<file path="src/hdl/bess_pkg.sv">
package bess_pkg;

   localparam int POS_W       = 27;
   localparam int ID_W        = 10;
   localparam int SINE_W      = 16;
   localparam int SINE_FRAC   = 15;
   localparam int DIFF_W      = POS_W + 1;
   localparam int PROD_W      = 2 * DIFF_W;
   localparam int ROOT_W      = PROD_W + 1;
   localparam int DEN_W       = PROD_W - 1;
   localparam int SQRT_STEPS  = PROD_W / 2;
   localparam int MUL_STEPS   = 10;
   localparam int REQ_DATA_W  = 96;
   localparam int RSP_DATA_W  = 32;
   localparam int CSR_IDX_W   = 3;
   localparam int QUEUE_DEPTH = 2;
   localparam int QPTR_W      = $clog2(QUEUE_DEPTH);

   localparam logic [CSR_IDX_W-1:0] REG_STATION_X = 3'd0;
   localparam logic [CSR_IDX_W-1:0] REG_STATION_Y = 3'd1;
   localparam logic [CSR_IDX_W-1:0] REG_STATION_Z = 3'd2;
   localparam logic [CSR_IDX_W-1:0] REG_MIN_SINE  = 3'd3;

   localparam logic signed [POS_W-1:0]  RST_STATION_X = 27'sd6371000;
   localparam logic signed [SINE_W-1:0] RST_MIN_SINE  = 16'sd5690;
   localparam logic signed [SINE_W-1:0] SINE_POS_MAX  = 16'sh7FFF;
   localparam logic signed [SINE_W-1:0] SINE_NEG_MAX  = 16'sh8000;

   typedef struct packed {
      logic signed [POS_W-1:0]  station_x;
      logic signed [POS_W-1:0]  station_y;
      logic signed [POS_W-1:0]  station_z;
      logic signed [SINE_W-1:0] min_sine_elev;
   } cfg_type;

   typedef struct packed {
      logic signed [POS_W-1:0] sat_x;
      logic signed [POS_W-1:0] sat_y;
      logic signed [POS_W-1:0] sat_z;
      logic [ID_W-1:0]         sat_id;
      logic                    last_sat;
   } sat_item_type;

   typedef enum logic [2:0] {
      ST_IDLE,
      ST_MUL,
      ST_SQRT,
      ST_DEN,
      ST_CHK,
      ST_DIV,
      ST_SEL
   } back_state_type;

endpackage

</file>
<file path="src/hdl/bess_front.sv">
module bess_front (
   input  logic                                clock,
   input  logic                                reset,
   input  logic                                req_tvalid,
   output logic                                req_tready,
   input  logic [bess_pkg::REQ_DATA_W-1:0]     req_tdata,
   input  logic                                req_tlast,
   output logic                                item_valid,
   input  logic                                item_ready,
   output bess_pkg::sat_item_type              item
);

   localparam int X_LO  = 0;
   localparam int Y_LO  = bess_pkg::POS_W;
   localparam int Z_LO  = 2 * bess_pkg::POS_W;
   localparam int ID_LO = 3 * bess_pkg::POS_W;

   bess_pkg::sat_item_type          mem_ff [bess_pkg::QUEUE_DEPTH];
   bess_pkg::sat_item_type          beat;
   logic [bess_pkg::QPTR_W-1:0]     wr_ptr_ff, rd_ptr_ff;
   logic [bess_pkg::QPTR_W:0]       count_ff;
   logic                            push, pop;

   always_comb begin
      beat.sat_x    = req_tdata[X_LO +: bess_pkg::POS_W];
      beat.sat_y    = req_tdata[Y_LO +: bess_pkg::POS_W];
      beat.sat_z    = req_tdata[Z_LO +: bess_pkg::POS_W];
      beat.sat_id   = req_tdata[ID_LO +: bess_pkg::ID_W];
      beat.last_sat = req_tlast;
   end

   assign req_tready = (count_ff != (bess_pkg::QPTR_W+1)'(bess_pkg::QUEUE_DEPTH));
   assign item_valid = (count_ff != '0);
   assign item       = mem_ff[rd_ptr_ff];
   assign push       = req_tvalid && req_tready;
   assign pop        = item_valid && item_ready;

   always_ff @(posedge clock) begin
      if (push) begin
         mem_ff[wr_ptr_ff] <= beat;
      end
   end

   always_ff @(posedge clock) begin
      if (reset) begin
         wr_ptr_ff <= '0;
         rd_ptr_ff <= '0;
         count_ff  <= '0;
      end else begin
         if (push) wr_ptr_ff <= wr_ptr_ff + 1'b1;
         if (pop)  rd_ptr_ff <= rd_ptr_ff + 1'b1;
         if (push && !pop)      count_ff <= count_ff + 1'b1;
         else if (pop && !push) count_ff <= count_ff - 1'b1;
      end
   end

endmodule

</file>
<file path="config.mk">
export PLATFORM = sky130hd
export DESIGN_NAME = bess_front
export DESIGN_NICKNAME = d
export VERILOG_FILES = /design/src/hdl/bess_pkg.sv /design/src/hdl/bess_front.sv
export SDC_FILE = /design/constraint.sdc
export NUM_CORES = 1
export LEC_CHECK = 0
export ABC_AREA = 0
export ABC_CLOCK_PERIOD_IN_PS = 8300
export BUFFER_PORTS_ARGS = -buffer_cell sky130_fd_sc_hd__buf_2
export CAP_MARGIN = 20
export CORE_AREA = 2 2 105 132
export DETAILED_ROUTE_END_ITERATION = 10
export DIE_AREA = 0 0 107 134
export PLACE_DENSITY = 0.8
export REMOVE_ABC_BUFFERS = 1
export SLEW_MARGIN = 10
export SYNTH_ARGS = -nofsm -noshare
export SYNTH_HDL_FRONTEND = slang
export SYNTH_SLANG_ARGS = --single-unit
</file>
<file path="constraint.sdc">
create_clock -name clock -period 8.3 [get_ports clock]
set_input_delay 0.83 -clock clock [delete_from_list [all_inputs] [get_ports clock]]
set_output_delay 0.83 -clock clock [all_outputs]
set_load 0.03 [all_outputs]
</file>
# Yosys cells after proc, flatten, opt, wreduce, memory -nomap -nowiden
# Memories as Yosys holds them, arrays and structs flattened. A register that Yosys moved wholly into a read port is not among the register bits.
# Index checks and enable logic that the tools add are counted.
dict set report totals {
  ramBits 184
  wordCells 23
  memories 1
  register_bits 4
}
# name depth word_bits read_ports rd_clocked_by_memory_dff wr line_no
set mem_list {}
lappend mem_list {mem_ff 2 92 1 1 1 bess_front.sv:18} ;# bess_pkg::sat_item_type mem_ff [bess_pkg::QUEUE_DEPTH];
dict set report op_classes {
  n_mux 6
  eq_ne 1
  addsub 4
  reduce_logical 8
}
# operator count
set op_table {}
lappend op_table {{$logic_and 1x1->1} 4}
lappend op_table {{$mux 1} 4}
lappend op_table {{$mux 2} 2}
lappend op_table {{$reduce_bool 2->1} 2}
lappend op_table {{$add 1x1->1 const B} 2}
lappend op_table {{$add 2x1->2 const B} 1}
lappend op_table {{$logic_not 1->1} 2}
lappend op_table {{$ne 2x2->1 const B} 1}
lappend op_table {{$sub 2x1->2 const B} 1}

# Logic depth before layout (Yosys ltp)
dict set report logic_depth {
  depth_word 6
  ltp_mapped 6
  mapped_depth_nobuf 6
}

# Worst setup path before layout
# No wires, ideal clock.
dict set report synth_path {
  path_kind {input to register}
  from {input req_tvalid}
  to {memory mem_ff[1][0] (netlist name), enable pin}
  stages 1
  path_slack_ns 4.823
  setup_time_ns 0.462
  n_path_buf 0
  arrival_ns 3.015
  required_ns 7.838
  path_cell_list {and3_1}
}
dict set report synth_via {
  elab_chain_cells 3
}
# item line_no
set synth_rtl {}
lappend synth_rtl {{start: declaration} bess_front.sv:4} ;# input logic req_tvalid,
lappend synth_rtl {{$logic_and 1x1->1} bess_front.sv:35} ;# assign push = req_tvalid && req_tready;
lappend synth_rtl {{$mux 1} bess_front.sv:39} ;# if (push) begin
lappend synth_rtl {{$mux 1 (implied by the code)} bess_front.sv:40} ;# mem_ff[wr_ptr_ff] <= beat;
lappend synth_rtl {{end: declaration} bess_front.sv:18}
# No other way between the ends.

==> metrics.txt <==
most frequent cell after synthesis=edfxtp_1; PwrDens=336 nW/um^2; area of the multi-input gates=1160 sq um; Routed WL=12.2 mm; Netlist cell types=19; Crit path required time=7.47 ns; Vias=3521; slew margin rel.=0.363; Slew Viols, Final=0; placed cells=663; min cycle time layout=3.23 ns; critical path class=reg2out; core area=13100 sq um; hold_sp=rd_ptr_ff; Cells after Synth=310; final non-filler cell total=694; post-synthesis compound-gate area fraction=0.00436; CP Launch Type=flop; 1st-pass router iterations=4; share of layout cells above drive strength 1=0.608; pin count of the biggest net entering global routing=71; largest cells by area after synthesis=edfxtp_1, mux2_2, dfxtp_1; largest family of logic cells by synthesized area=multiplexers; # port buffers=189; WHS Path Cells=2; Pleak=3.21 nW; fillcell total=942; Synth async-reset ratio=0; clock power share=0.291; CTS root buf=clkbuf_16; Synth Cell Area=6890 sq um; FP Rows=47; Synth Area in XOR/XNOR=0.00382; Layout Utilization=0.657; maximum vdd drop=220 uV; Final Cycle Share=0.390; area delta synth->final=25.1%; top cell type's share of synthesized area=0.802; fin nets=613; Chip Height=134 um; clock-pin slew on the worst setup and hold paths=0.06 ns; worst hold path type=reg2reg; RSZ-0062 raised after global routing=no; Critical R2R Launch=count_ff[0]; Clock Skew=0.0108 ns; I/O pin total=195; maxcap violations=0; Worst-Margin Slew=0.956 ns; Setup TNS=0 ns; P_int=1.98 mW; Sequential Power Share=0.427; Synth Register Bits=189; CTS resizes=0; Die W=107 um; R2R depth=3; Clock Sink Count=189; total CTS buffers=17; Placement Cell Area=8000 sq um; vias per cell=5.07; post-CTS setup buffer count=0; syn_area_per_cell=22.2 sq um; Combinational Power Share=0.282; Achievable Freq=309 MHz; Hold-fix buffers, CTS=0; Synthesis Warnings=0; Final Hold Viols=0; global-route wire length before repair=18.7 mm; Seq/Total Area, Yosys=0.817; simple-gate share of the synthesized area=0.00727; diode count=0; vias in the first global route=3835; Switching Fraction=0.315; worst-skew pair later-pin latency=0.42 ns; DPL Wire Length=8.15 mm; NetSw=0.913 mW; reg2reg setup slack=6.04 ns; GPL Wtd Cong=0.733; FF-to-FF End=mem_ff[1][53]; status=finished, final reports clean; Synth top cells by count=edfxtp_1, mux2_2, buf_6; post-synthesis mux area share=0.150; post-detailed-route count of antenna-violating nets=0; largest fanout on the critical path=70; clk buf depth=2; CP arrival=2.40 ns; Setup crit end kind=output port; CTS tree=built; Initial Util=0.525; initial DRC count=150; initial antenna violation count=0; Reg area=5630 sq um; die area=14300 sq um; GRT Overall Usage=0.174; Avg WL per Cell=17.6 um; Post-Synth Adder-Cell Area=0.00182; H-Tree Depth=4; finished layout cell area=8610 sq um; worst hold slack=0.521 ns; final setup vio count=0; gr ovfl total=0; Remaining DRCs=0; Main synth FF type=edfxtp_1; post-synth top area cell=edfxtp_1; EDFF count, synth=184
==> per-layer routing <==
metal,up-vias,GRT usage,routed length [um]
li1,1632,-,-
met1,1751,0.182,4460
met2,112,0.316,6760
met3,26,0.0442,646
met4,0,0.0938,361
met5,-,0,0
==> critical path: stages, from the launching register on <==
cell and delay [ns]:
dfxtp_4 0.53, buf_4 0.75, mux2_2 0.42, buf_2 0.18
==> layout by cell type, fill, tap and decap left out <==
master / instances
buf_2: 189
edfxtp_1: 184
mux2_2: 92
clkbuf_16: 17
bufinv_16: 4
inv_6: 4
dfxtp_1: 4
xor2_1: 3
nor2_1: 3
clkinvlp_4: 3
o21ai_0: 2
a21oi_1: 2
buf_4: 2
nand2b_1: 1
and2_1: 1
or2_2: 1
and3_4: 1
nand3b_1: 1
inv_4: 1
a21bo_2: 1
or3_1: 1
ha_1: 1
dfxtp_4: 1
clkinv_1: 1
clkinv_2: 1
clkbuf_1: 1
buf_16: 1
==> cells by family after synthesis <==
family	Yosys count
flip-flops	189
multiplexers	92
buffers and inverters	11
AND/OR/NAND/NOR	9
AO/OA/AOI/OAI	5
XOR/XNOR	3
adder cells (fa/ha/maj)	1
==> through the flow <==
step	total power [mW]	worst slack [ns]
3_5_place_dp	2.08	5.50
4_1_cts	2.92	5.04
3_3_place_gp	2.05	5.52
6_report	2.90	5.07
2_1_floorplan	1.85	4.62
5_1_grt	3.00	4.95
==> registers in the layout, summed over array words and instances (netlist names), named ones only <==
register	cells
count_ff	2
rd_ptr_ff	1
wr_ptr_ff	1
mem_ff	184
==> worst max-delay path by stage <==
stage,from,endpoint,slack (ns),cells past startpoint
finish,flop,item[33],5.07,3
global route,flop,item[17],4.95,3
CTS,flop,item[75],5.04,3
detailed placement,flop,item[75],5.50,3
global placement,flop,item[82],5.52,3
floorplan,flop,item[0],4.62,1
==> power groups by stage <==
stage | sequential (mW) | combinational [mW] | clock [mW]
6_report | 1.24 | 0.817 | 0.842
5_1_grt | 1.25 | 0.862 | 0.890
4_1_cts | 1.24 | 0.828 | 0.856
3_5_place_dp | 1.26 | 0.825 | 0
3_3_place_gp | 1.25 | 0.803 | 0
2_1_floorplan | 1.28 | 0.570 | 0
==> layout make-up <==
type / count / area share
sequential: 189 / 0.654
multi-input combinational: 110 / 0.135
timing repair buffer: 192 / 0.115
clock buffer: 18 / 0.0498
tap: 171 / 0.0248
clock inverter: 13 / 0.0216
inverter: 1 / 0.000726
Power figures use the tool's default switching activity.
