[config.mk]
export PLATFORM = sky130hd
export DESIGN_NAME = bess_csr
export DESIGN_NICKNAME = d
export VERILOG_FILES = /design/src/hdl/bess_pkg.sv /design/src/hdl/bess_csr.sv
export SDC_FILE = /design/constraint.sdc
export NUM_CORES = 1
export LEC_CHECK = 0
export ABC_AREA = 1
export BUFFER_PORTS_ARGS = -buffer_cell sky130_fd_sc_hd__buf_2
export CORE_AREA = 2 2 92 94
export DETAILED_ROUTE_END_ITERATION = 7
export DIE_AREA = 0 0 94 96
export GPL_TIMING_DRIVEN = 0
export PLACE_DENSITY = 0.78
export SYNTH_ARGS = -nofsm -noshare
export SYNTH_HDL_FRONTEND = slang
export SYNTH_SLANG_ARGS = --single-unit
export TNS_END_PERCENT = 1
[constraint.sdc]
create_clock -name clock -period 1.3 [get_ports clock]
set_clock_uncertainty 0.1 [all_clocks]
set_input_delay 0.26 -clock clock [delete_from_list [all_inputs] [get_ports clock]]
set_output_delay 0.26 -clock clock [all_outputs]
set_load 0.01 [all_outputs]
[src/hdl/bess_pkg.sv]
package bess_pkg;

   localparam int POS_W       = 27;
   localparam int ID_W        = 10;
   localparam int SINE_W      = 16;
   localparam int SINE_FRAC   = 15;
   localparam int DIFF_W      = POS_W + 1;
   localparam int PROD_W      = 2 * DIFF_W;
   localparam int ROOT_W      = PROD_W + 1;
   localparam int DEN_W       = PROD_W - 1;
   localparam int SQRT_STEPS  = PROD_W / 2;
   localparam int MUL_STEPS   = 10;
   localparam int REQ_DATA_W  = 96;
   localparam int RSP_DATA_W  = 32;
   localparam int CSR_IDX_W   = 3;
   localparam int QUEUE_DEPTH = 2;
   localparam int QPTR_W      = $clog2(QUEUE_DEPTH);

   localparam logic [CSR_IDX_W-1:0] REG_STATION_X = 3'd0;
   localparam logic [CSR_IDX_W-1:0] REG_STATION_Y = 3'd1;
   localparam logic [CSR_IDX_W-1:0] REG_STATION_Z = 3'd2;
   localparam logic [CSR_IDX_W-1:0] REG_MIN_SINE  = 3'd3;

   localparam logic signed [POS_W-1:0]  RST_STATION_X = 27'sd6371000;
   localparam logic signed [SINE_W-1:0] RST_MIN_SINE  = 16'sd5690;
   localparam logic signed [SINE_W-1:0] SINE_POS_MAX  = 16'sh7FFF;
   localparam logic signed [SINE_W-1:0] SINE_NEG_MAX  = 16'sh8000;

   typedef struct packed {
      logic signed [POS_W-1:0]  station_x;
      logic signed [POS_W-1:0]  station_y;
      logic signed [POS_W-1:0]  station_z;
      logic signed [SINE_W-1:0] min_sine_elev;
   } cfg_type;

   typedef struct packed {
      logic signed [POS_W-1:0] sat_x;
      logic signed [POS_W-1:0] sat_y;
      logic signed [POS_W-1:0] sat_z;
      logic [ID_W-1:0]         sat_id;
      logic                    last_sat;
   } sat_item_type;

   typedef enum logic [2:0] {
      ST_IDLE,
      ST_MUL,
      ST_SQRT,
      ST_DEN,
      ST_CHK,
      ST_DIV,
      ST_SEL
   } back_state_type;

endpackage

[src/hdl/bess_csr.sv]
module bess_csr (
   input  logic                               clock,
   input  logic                               reset,
   input  logic                               csr_valid,
   output logic                               csr_ready,
   input  logic [bess_pkg::CSR_IDX_W-1:0]     csr_index,
   input  logic [bess_pkg::POS_W-1:0]         csr_data,
   output bess_pkg::cfg_type                  cfg
);

   bess_pkg::cfg_type cfg_ff;

   assign csr_ready = 1'b1;
   assign cfg       = cfg_ff;

   always_ff @(posedge clock) begin
      if (reset) begin
         cfg_ff.station_x     <= bess_pkg::RST_STATION_X;
         cfg_ff.station_y     <= '0;
         cfg_ff.station_z     <= '0;
         cfg_ff.min_sine_elev <= bess_pkg::RST_MIN_SINE;
      end else if (csr_valid) begin
         unique case (csr_index)
            bess_pkg::REG_STATION_X: cfg_ff.station_x <= csr_data;
            bess_pkg::REG_STATION_Y: cfg_ff.station_y <= csr_data;
            bess_pkg::REG_STATION_Z: cfg_ff.station_z <= csr_data;
            bess_pkg::REG_MIN_SINE:
               cfg_ff.min_sine_elev <= csr_data[bess_pkg::SINE_W-1:0];
            default: ;
         endcase
      end
   end

endmodule

* Word level (Yosys, flattened, before mapping) *
Index checks and enable logic that the tools add are counted.

operators by class
  eq/ne operators = 3
  reduce and logical (&&, ||, !) cells = 5

operators by type and width
  operator                                                               count
  2-bit AND reduction                                                    4
  3-bit by 2-bit equality test with 1-bit output, second input constant  2
  3-bit by 1-bit equality test with 1-bit output, second input constant  1
  3-bit zero test                                                        1

storage, ports and cells
  flip-flop bits (word level) = 97
  bits of input ports = 33
  output and inout bits = 98
  logic and storage cells = 12

* Depth between registers and ports, before layout *
Gate-level depths: netlist (run 1).

  depth in word-level cells = 2
  gate-level depth with buffers = 7
  mapped depth without buffers = 5

* Least setup slack after synthesis (run 1) *
Ideal clock, no wire load.

  path kind = input-to-reg
  start = in csr_valid
  end = reg cfg_ff, in the netlist cfg[70]
  arrival time = 0.924 ns
  required time = 1.085 ns
  path slack = 0.161 ns
  stages = 7
  buffers on the path = 2
  path through = inv_2 -> nor2_4 -> buf_4 -> buf_2 -> nand3_1 -> nand2_1 -> nor2_1

between the ends
  longest elaborated chain between the ends = 1

ends and longest elaborated chain
  what                                  RTL line        text
  from (decl)                           bess_csr.sv:4   input logic csr_valid,
  2-bit AND reduction (no source line)  -
  to (decl)                             bess_csr.sv:11  bess_pkg::cfg_type cfg_ff;

Every way passes these cells.
A chain may end at the register's enable or synchronous reset.

* Worst setup path in the final report (run 1) *
  start = reg cfg_ff, in the netlist cfg[44]
  end = out cfg[44] in the netlist's numbering

RTL lines
  what       RTL line       text
  to (decl)  bess_csr.sv:8  output bess_pkg::cfg_type cfg

No word-level cell between the ends.

==> results.cfg, run 1 <==
[clock_tree]
cts_root_buffer = clkbuf_8
clk_latency_ps = 360
cts_tree = done
clk_pin_slew_ps = 90
hold_buffers = 0
cts_resized = 0
h-tree-depth = 3
cts.sinks = 97
cts_buffers = 9
post_cts_buffers = 0
cts_buffer_depth = 2

[outcome]
status = complete, no violations

[routing]
via_per_inst = 4.99
dr.first_iter.drc_count = 213
route.detailed.drc = 0
firstDrtPassIters = 5
wl_mm = 11.0
vias = 3989
wl_per_cell_um = 13.8
ant_nets = 0

[layout]
largest_register_ffs = 97
syn_to_final_growth_pct = 25.5
fin_nets = 723
utilization_pct = 61.0
drive_gt1_share_pct = 25.0
antenna_cells = 0

[logic_synthesis]
seq_area_frac_synth_pct = 49.6
synthXorXnorAreaFrac_pct = 0
synth.avg_cell_area_um2 = 7.11
yosysTopAreaCellShare_pct = 49.6
synth_compound_area_share_pct = 2.05
yosys.area_share.simple_pct = 39.9
syn_nets = 583
synth_top_family_by_area = simple AND/OR/NAND/NOR gates
postSynthCellCount = 550
yosysTopAreaCell = dfxtp_1
ys_top_cells_by_area = dfxtp_1 50%, nand3_1 14%, nor2_1 14%, nand2_1 11%, inv_1 2.7%
ys_types = 16
muxShareOfSynthArea_pct = 0
synth_adder_area_share_pct = 0
synth-seq-cells = 97
synth_warnings = 0
synth_area_um2 = 3910

[timing]
final.setup.worst_slack_ps = 70.9
final_max_slew_viol_count = 0
rsz0062_at_grt = false
fin_hold_ws_ps = 35.5
post-route-period-util_pct = 94.5
period_needed_ps = 1230
hold_viol = 0
fmax_mhz = 814
finalSetupViolCount = 0

[pwr]
finalPower_w = 0.00605
p_leak_nw = 2.48
powerDensity_nw_per_um2 = 1230
ir_drop_uv = 667

[place]
gp_congestion = 0.877
dp_hpwl_mm = 8.42
io_buffers = 129
pre_cts_ws_ps = -213

[floorplan]
start_util_pct = 48.6
coreArea_um2 = 8050
rows = 33
die_w_um = 94
floorplan.die_area_um2 = 9020
ioPinCount = 131
die_h_um = 96

[worst_setup_path]
endpoint_kind = primary output
slowest_stage = dfxtp_1
crit_chain = buf_2
path_class = reg -> out
crit_buf_inv = 1
startpoint_type = register
cp.required_ps = 940
cp_max_fo = 2
crit_family = flip-flops
slowest_delay_ps = 370
arrival_ps = 870

[global_routing]
grt.overflow.total = 0
gr-usage-all-layers_pct = 24.8
grt_pass1_vias = 3722
grt_pass1_wl_mm = 17.6
antenna_found_initial = 0
grt_max_degree = 16

[hold_path]
min_path_type = in -> reg

[flow_run]
drv_cap = 0
area by class of cell:
type | count | area, um2
fillers | 755 | 3140
clock buffers | 12 | 145
plain buffers | 36 | 203
inverters | 33 | 124
flip-flops and latches | 97 | 1940
repair buffers | 129 | 646
well taps | 105 | 131
clock inverters | 4 | 76.3
multi-input cells | 384 | 1640
final timing paths:
| path | depth (start not counted) | startpoint | slack, ps | endpoint |
|---|---|---|---|---|
| max | 1 | cfg[44] | 70 | cfg[44] |
| min | 3 | csr_data[1] | 40 | cfg[1] |
| max reg2reg | 2 | cfg[96] | 580 | cfg[96] |
| min reg2reg | 2 | cfg[79] | 360 | cfg[79] |
worst reg2reg max path, delay by kind of cell (launching register included):
family	cells	cell delay [ps]
simple gates	1	70
flops	1	330
compound gates	1	130
cell usage in the layout (no fill, tap or decap):
master	n
conb_1	1
nand3_1	108
a21oi_1	16
clkbuf_1	10
buf_4	7
inv_2	4
nor2_4	6
clkinv_1	1
clkinvlp_4	1
clkinv_4	1
nand2_1	110
bufinv_16	2
clkbuf_8	10
nor2_1	142
nor2_2	1
buf_1	8
buf_6	4
buf_2	138
inv_1	28
dfxtp_1	97
synthesized netlist by cell type:
master / n
buf_2: 9
nor2_4: 6
conb_1: 1
nand3_1: 108
buf_6: 4
nor2_1: 142
buf_4: 7
clkinv_1: 1
nand2_1: 110
clkbuf_1: 8
nor2_2: 1
inv_2: 4
inv_1: 28
a21oi_1: 16
buf_1: 8
dfxtp_1: 97
routing by layer:
metal | vias to the layer above | track usage, % | routed length [um]
met2 | 117 | 41.4 | 5180
met3 | 17 | 4.78 | 713
met4 | 0 | 9.90 | 221
met5 | - | 0 | 0
met1 | 1856 | 31.7 | 4920
li1 | 1999 | - | -
logic make-up after synthesis:
kind of cell	count (synthesis)
AO/OA/AOI/OAI	16
buffers and inverters	69
flip-flops	97
other	1
AND/OR/NAND/NOR	367
power breakdown:
part | total [W] | switching (W) | internal, W
logic | 0.000749 | 0.000485 | 0.000264
clock network | 0.00217 | 0.00103 | 0.00114
registers | 0.00313 | 0.0000558 | 0.00307
total | 0.00605 | 0.00157 | 0.00448
through the flow:
| stage | std cells | cell area, um2 | TNS (ps) |
|---|---|---|---|
| global route | 800 | 4910 | 0 |
| global placement | 784 | 4690 | -12710 |
| finish | 800 | 4910 | 0 |
| CTS | 800 | 4910 | 0 |
| floorplan | 550 | 3910 | 0 |
| detailed placement | 784 | 4690 | -14820 |
Note: power is estimated with default switching activity, not from simulation.
==> inputs of run 2 (changes only) <==
--- a/config.mk
+++ b/config.mk
@@ -11,7 +11,7 @@
 export DETAILED_ROUTE_END_ITERATION = 7
 export DIE_AREA = 0 0 94 96
 export GPL_TIMING_DRIVEN = 0
-export PLACE_DENSITY = 0.78
+export PLACE_DENSITY = 0.86
 export SYNTH_ARGS = -nofsm -noshare
 export SYNTH_HDL_FRONTEND = slang
 export SYNTH_SLANG_ARGS = --single-unit
==> results.cfg, run 2 (synthesized netlist as in run 1, its figures left out) <==
[floorplan]
floorplan.die_area_um2 = 9020
coreArea_um2 = 8050
rows = 33
die_w_um = 94
ioPinCount = 131
start_util_pct = 48.6
die_h_um = 96

[worst_setup_path]
crit_cells = 1
slowest_delay_ps = 380
arrival_ps = 890
reg2reg_depth = 2
crit_chain = buf_2
crit_buf_inv = 1
cp.required_ps = 940
path_class = reg -> out
endpoint_kind = primary output
startpoint_type = register
r2r_start = cfg[95]
crit_family = flip-flops
slowest_stage = dfxtp_1
cp_max_fo = 2
crit_start = cfg[9]

[place]
dp_hpwl_mm = 8.63
gp_congestion = 0.901
place_inst = 784
io_buffers = 129

[routing]
vias = 4084
met1Wirelength_mm = 4.72
ant_nets = 0
highest_layer = met4
dr.first_iter.drc_count = 187
firstDrtPassIters = 5
wl_met2_mm = 5.35
route.detailed.drc = 0
dr_wl_met3_um = 975
wl_mm = 11.4
via_per_inst = 5.11
wl_per_cell_um = 14.3

[timing]
post-route-period-util_pct = 96.0
hold_viol = 0
rsz0062_at_grt = false
final_max_slew_viol_count = 0
period_needed_ps = 1250
fmax_mhz = 802
finalSetupViolCount = 0

[layout]
syn_to_final_growth_pct = 25.2
fin_cells = 799
layout_commonest_cell = nor2_1
fin_nets = 723
drive_gt1_share_pct = 24.9
final_cell_mix = 142 x nor2_1, 138 x buf_2, 110 x nand2_1, 108 x nand3_1, 97 x dfxtp_1
largest_register_ffs = 97
antenna_cells = 0

[clock_tree]
post_cts_buffers = 0
cts_buffer_depth = 2
cts_buffers = 9
clk_pin_slew_ps = 90
h-tree-depth = 3
clk_latency_ps = 360
cts.sinks = 97
cts_resized = 0
hold_buffers = 0
cts_root_buffer = clkbuf_8
cts_tree = done

[pwr]
ir_drop_uv = 671
powerDensity_nw_per_um2 = 1220
p_leak_nw = 2.48
finalPower_w = 0.00600

[hold_path]
hp-start = csr_data[1]
min_path_type = in -> reg
hold_depth = 3

[flow_run]
drv_cap = 0

[outcome]
status = complete, no violations

[global_routing]
gr-usage-all-layers_pct = 25.2
grt_max_degree = 15
grt_pass1_vias = 3761
grt.overflow.total = 0
antenna_found_initial = 0
grt_pass1_wl_mm = 17.6
==> run 2: worst paths after layout <==
kind	to	slack (ps)
setup / recovery	cfg[9]	50
hold / removal	cfg[1]	40
setup reg to reg	cfg[95]	580
hold reg to reg	cfg[86]	370
==> run 2: layout make-up <==
class / instances / area (um2)
fillers: 771 / 3150
flip-flops and latches: 97 / 1940
multi-input cells: 384 / 1640
repair buffers: 129 / 646
plain buffers: 36 / 203
clock buffers: 12 / 145
well taps: 105 / 131
inverters: 33 / 124
clock inverters: 3 / 65.1
==> run 2: worst reg2reg max path, cell delays in order, from the launching register on <==
cell,delay [ps]
dfxtp_1,320
a21oi_1,140
nor2_1,70
==> run 2: power by group <==
group	total, W	switching (W)	leakage, nW	internal (W)
clock	0.00211	0.000988	0.106	0.00113
combinational	0.000755	0.000491	1.59	0.000264
sequential	0.00313	0.0000570	0.789	0.00307
==> run 2: metrics by stage <==
stage	hold slack, ps	util, %	cell area, um2	setup WS [ps]	TNS [ps]
after global placement	337	58.2	4690	-175	-11340
after global routing	61.4	60.9	4900	42.6	0
after CTS	37.7	60.9	4900	63.3	0
after floorplan	286	-	3910	161	0
final	43.9	60.9	4900	52.3	0
after detailed placement	345	58.2	4690	-205	-13820
==> run 2: metal layers <==
layer	global-route usage, %	vias to the layer above
met5	0	-
li1	-	1995
met3	5.09	26
met4	12.9	0
met1	31.1	1872
met2	42.1	191
==> inputs of run 3 (changes only) <==
--- a/config.mk
+++ b/config.mk
@@ -6,12 +6,13 @@
 export NUM_CORES = 1
 export LEC_CHECK = 0
 export ABC_AREA = 1
+export ABC_CLOCK_PERIOD_IN_PS = 1100
 export BUFFER_PORTS_ARGS = -buffer_cell sky130_fd_sc_hd__buf_2
-export CORE_AREA = 2 2 92 94
+export CORE_AREA = 2 2 97 99
 export DETAILED_ROUTE_END_ITERATION = 7
-export DIE_AREA = 0 0 94 96
+export DIE_AREA = 0 0 99 101
 export GPL_TIMING_DRIVEN = 0
-export PLACE_DENSITY = 0.86
+export PLACE_DENSITY = 0.82
 export SYNTH_ARGS = -nofsm -noshare
 export SYNTH_HDL_FRONTEND = slang
 export SYNTH_SLANG_ARGS = --single-unit
==> constraint.sdc (replaced) <==
create_clock -name clock -period 1.1 [get_ports clock]
set_clock_uncertainty 0.1 [all_clocks]
set_input_delay 0.22 -clock clock [delete_from_list [all_inputs] [get_ports clock]]
set_output_delay 0.22 -clock clock [all_outputs]
set_load 0.01 [all_outputs]
==> results.cfg, run 3 (synthesized netlist as in run 1, its figures left out) <==
[hold_path]
min_path_type = in -> reg
hold_depth = 3

[clock_tree]
post_cts_buffers = 0
cts.sinks = 97
clk_pin_slew_ps = 90
cts_buffer_depth = 2
clk_latency_ps = 360
cts_root_buffer = clkbuf_8
h-tree-depth = 3
cts_buffers = 9
cts_tree = done

[routing]
ant_nets = 0
route.detailed.drc = 0
firstDrtPassIters = 5
wl_mm = 12.4
vias = 4121
dr.first_iter.drc_count = 285
wl_per_cell_um = 15.3
via_per_inst = 5.11

[worst_setup_path]
endpoint_kind = primary output
slowest_delay_ps = 370
r2r_start = cfg[94]
crit_chain = buf_6
startpoint_type = register
setup.worst_path.end = cfg[69]
arrival_ps = 830
slowest_stage = dfxtp_2
cp_max_fo = 2
crit_buf_inv = 1
r2r_slack_ps = 350
crit_cells = 1
path_class = reg -> out
reg2reg_depth = 2
timing.rr.end = cfg[94]
cp.required_ps = 780
crit_start = cfg[69]
crit_family = flip-flops

[pwr]
finalPower_w = 0.00720
ir_drop_uv = 654
p_leak_nw = 2.65
powerDensity_nw_per_um2 = 1270

[floorplan]
die_w_um = 99
rows = 35
floorplan.die_area_um2 = 10000
start_util_pct = 43.6
coreArea_um2 = 8980
ioPinCount = 131
die_h_um = 101

[layout]
layout_commonest_cell = nor2_1
utilization_pct = 63.1
fin_area_um2 = 5660
syn_to_final_growth_pct = 44.8
final_cell_mix = 142 x nor2_1, 109 x nand2_1, 108 x nand3_1, 101 x buf_6, 97 x dfxtp_2
largest_register_ffs = 97
drive_gt1_share_pct = 40.4
antenna_cells = 0
fin_nets = 725

[outcome]
violations = negative setup slack
status = finished, violations left

[timing]
final_max_slew_viol_count = 0
post-route-period-util_pct = 105
hold_viol = 0
finalSetupViolCount = 98
rsz0062_at_grt = true
fmax_mhz = 869
period_needed_ps = 1150
final.setup.worst_slack_ps = -51.2

[place]
place_area_um2 = 4700
dp_hpwl_mm = 8.83
pre_cts_ws_ps = -408
gp_congestion = 0.931
io_buffers = 129

[global_routing]
grt_pass1_wl_mm = 19.5
grt.overflow.total = 0
gr-usage-all-layers_pct = 24.6
antenna_found_initial = 0
grt_max_degree = 16
grt_pass1_vias = 3974

[flow_run]
drv_cap = 0
## run 3: changes by cell type in the layout (fill, tap and decap cells not counted), moves of 2 or more
cell,change
buf_2,-98
buf_6,+97
dfxtp_1,-97
clkbuf_2,+5
buf_1,-3
clkbuf_4,+2
dfxtp_2,+97
clkbuf_1,-5
## run 3: area by class of cell
type | count | area [um2]
inverters | 33 | 124
clock buffers | 11 | 151
clock inverters | 4 | 51.3
well taps | 111 | 139
fillers | 781 | 3310
flip-flops and latches | 97 | 2060
plain buffers | 36 | 215
repair buffers | 130 | 1260
multi-input cells | 385 | 1660
## run 3: per-stage QoR
step / TNS [ps] / std cells / hold slack (ps)
3_5_place_dp: -30760 / 790 / 343
5_1_grt: -5000 / 807 / 29.9
4_1_cts: -2920 / 806 / 10.3
3_3_place_gp: -27830 / 790 / 337
2_1_floorplan: 0 / 550 / 246
6_report: -2540 / 807 / 14.5
## run 3: repair_timing
item,4_1_cts,5_1_grt
gates cloned,0,1
resized for setup,197,11
hold buffers,1,0
endpoints found under the setup margin,98,172
pin swaps,0,3
hold endpoints to repair,1,0
## run 3: worst min path at each step
stage / end / start / slack [ps]
floorplan: cfg[10] / csr_data[10] / 250
global placement: cfg[83] / cfg[83] / 340
detailed placement: cfg[75] / cfg[75] / 340
CTS: cfg[4] / csr_data[4] / 10
global route: cfg[5] / csr_data[5] / 30
finish: cfg[4] / csr_data[4] / 10
## run 3: metal layers
layer	GRT usage, %	wire length (um)	vias to the layer above
met3	6.17	1030	51
met1	29.5	4940	1862
met2	41.4	5850	206
met4	11.4	533	0
li1	-	-	2002
met5	0	0	-
## run 3: where the power goes
part	switching, W	internal (W)	leakage, nW
sequential	0.0000968	0.00366	0.818
clock	0.00122	0.00117	0.102
combinational	0.000600	0.000455	1.73
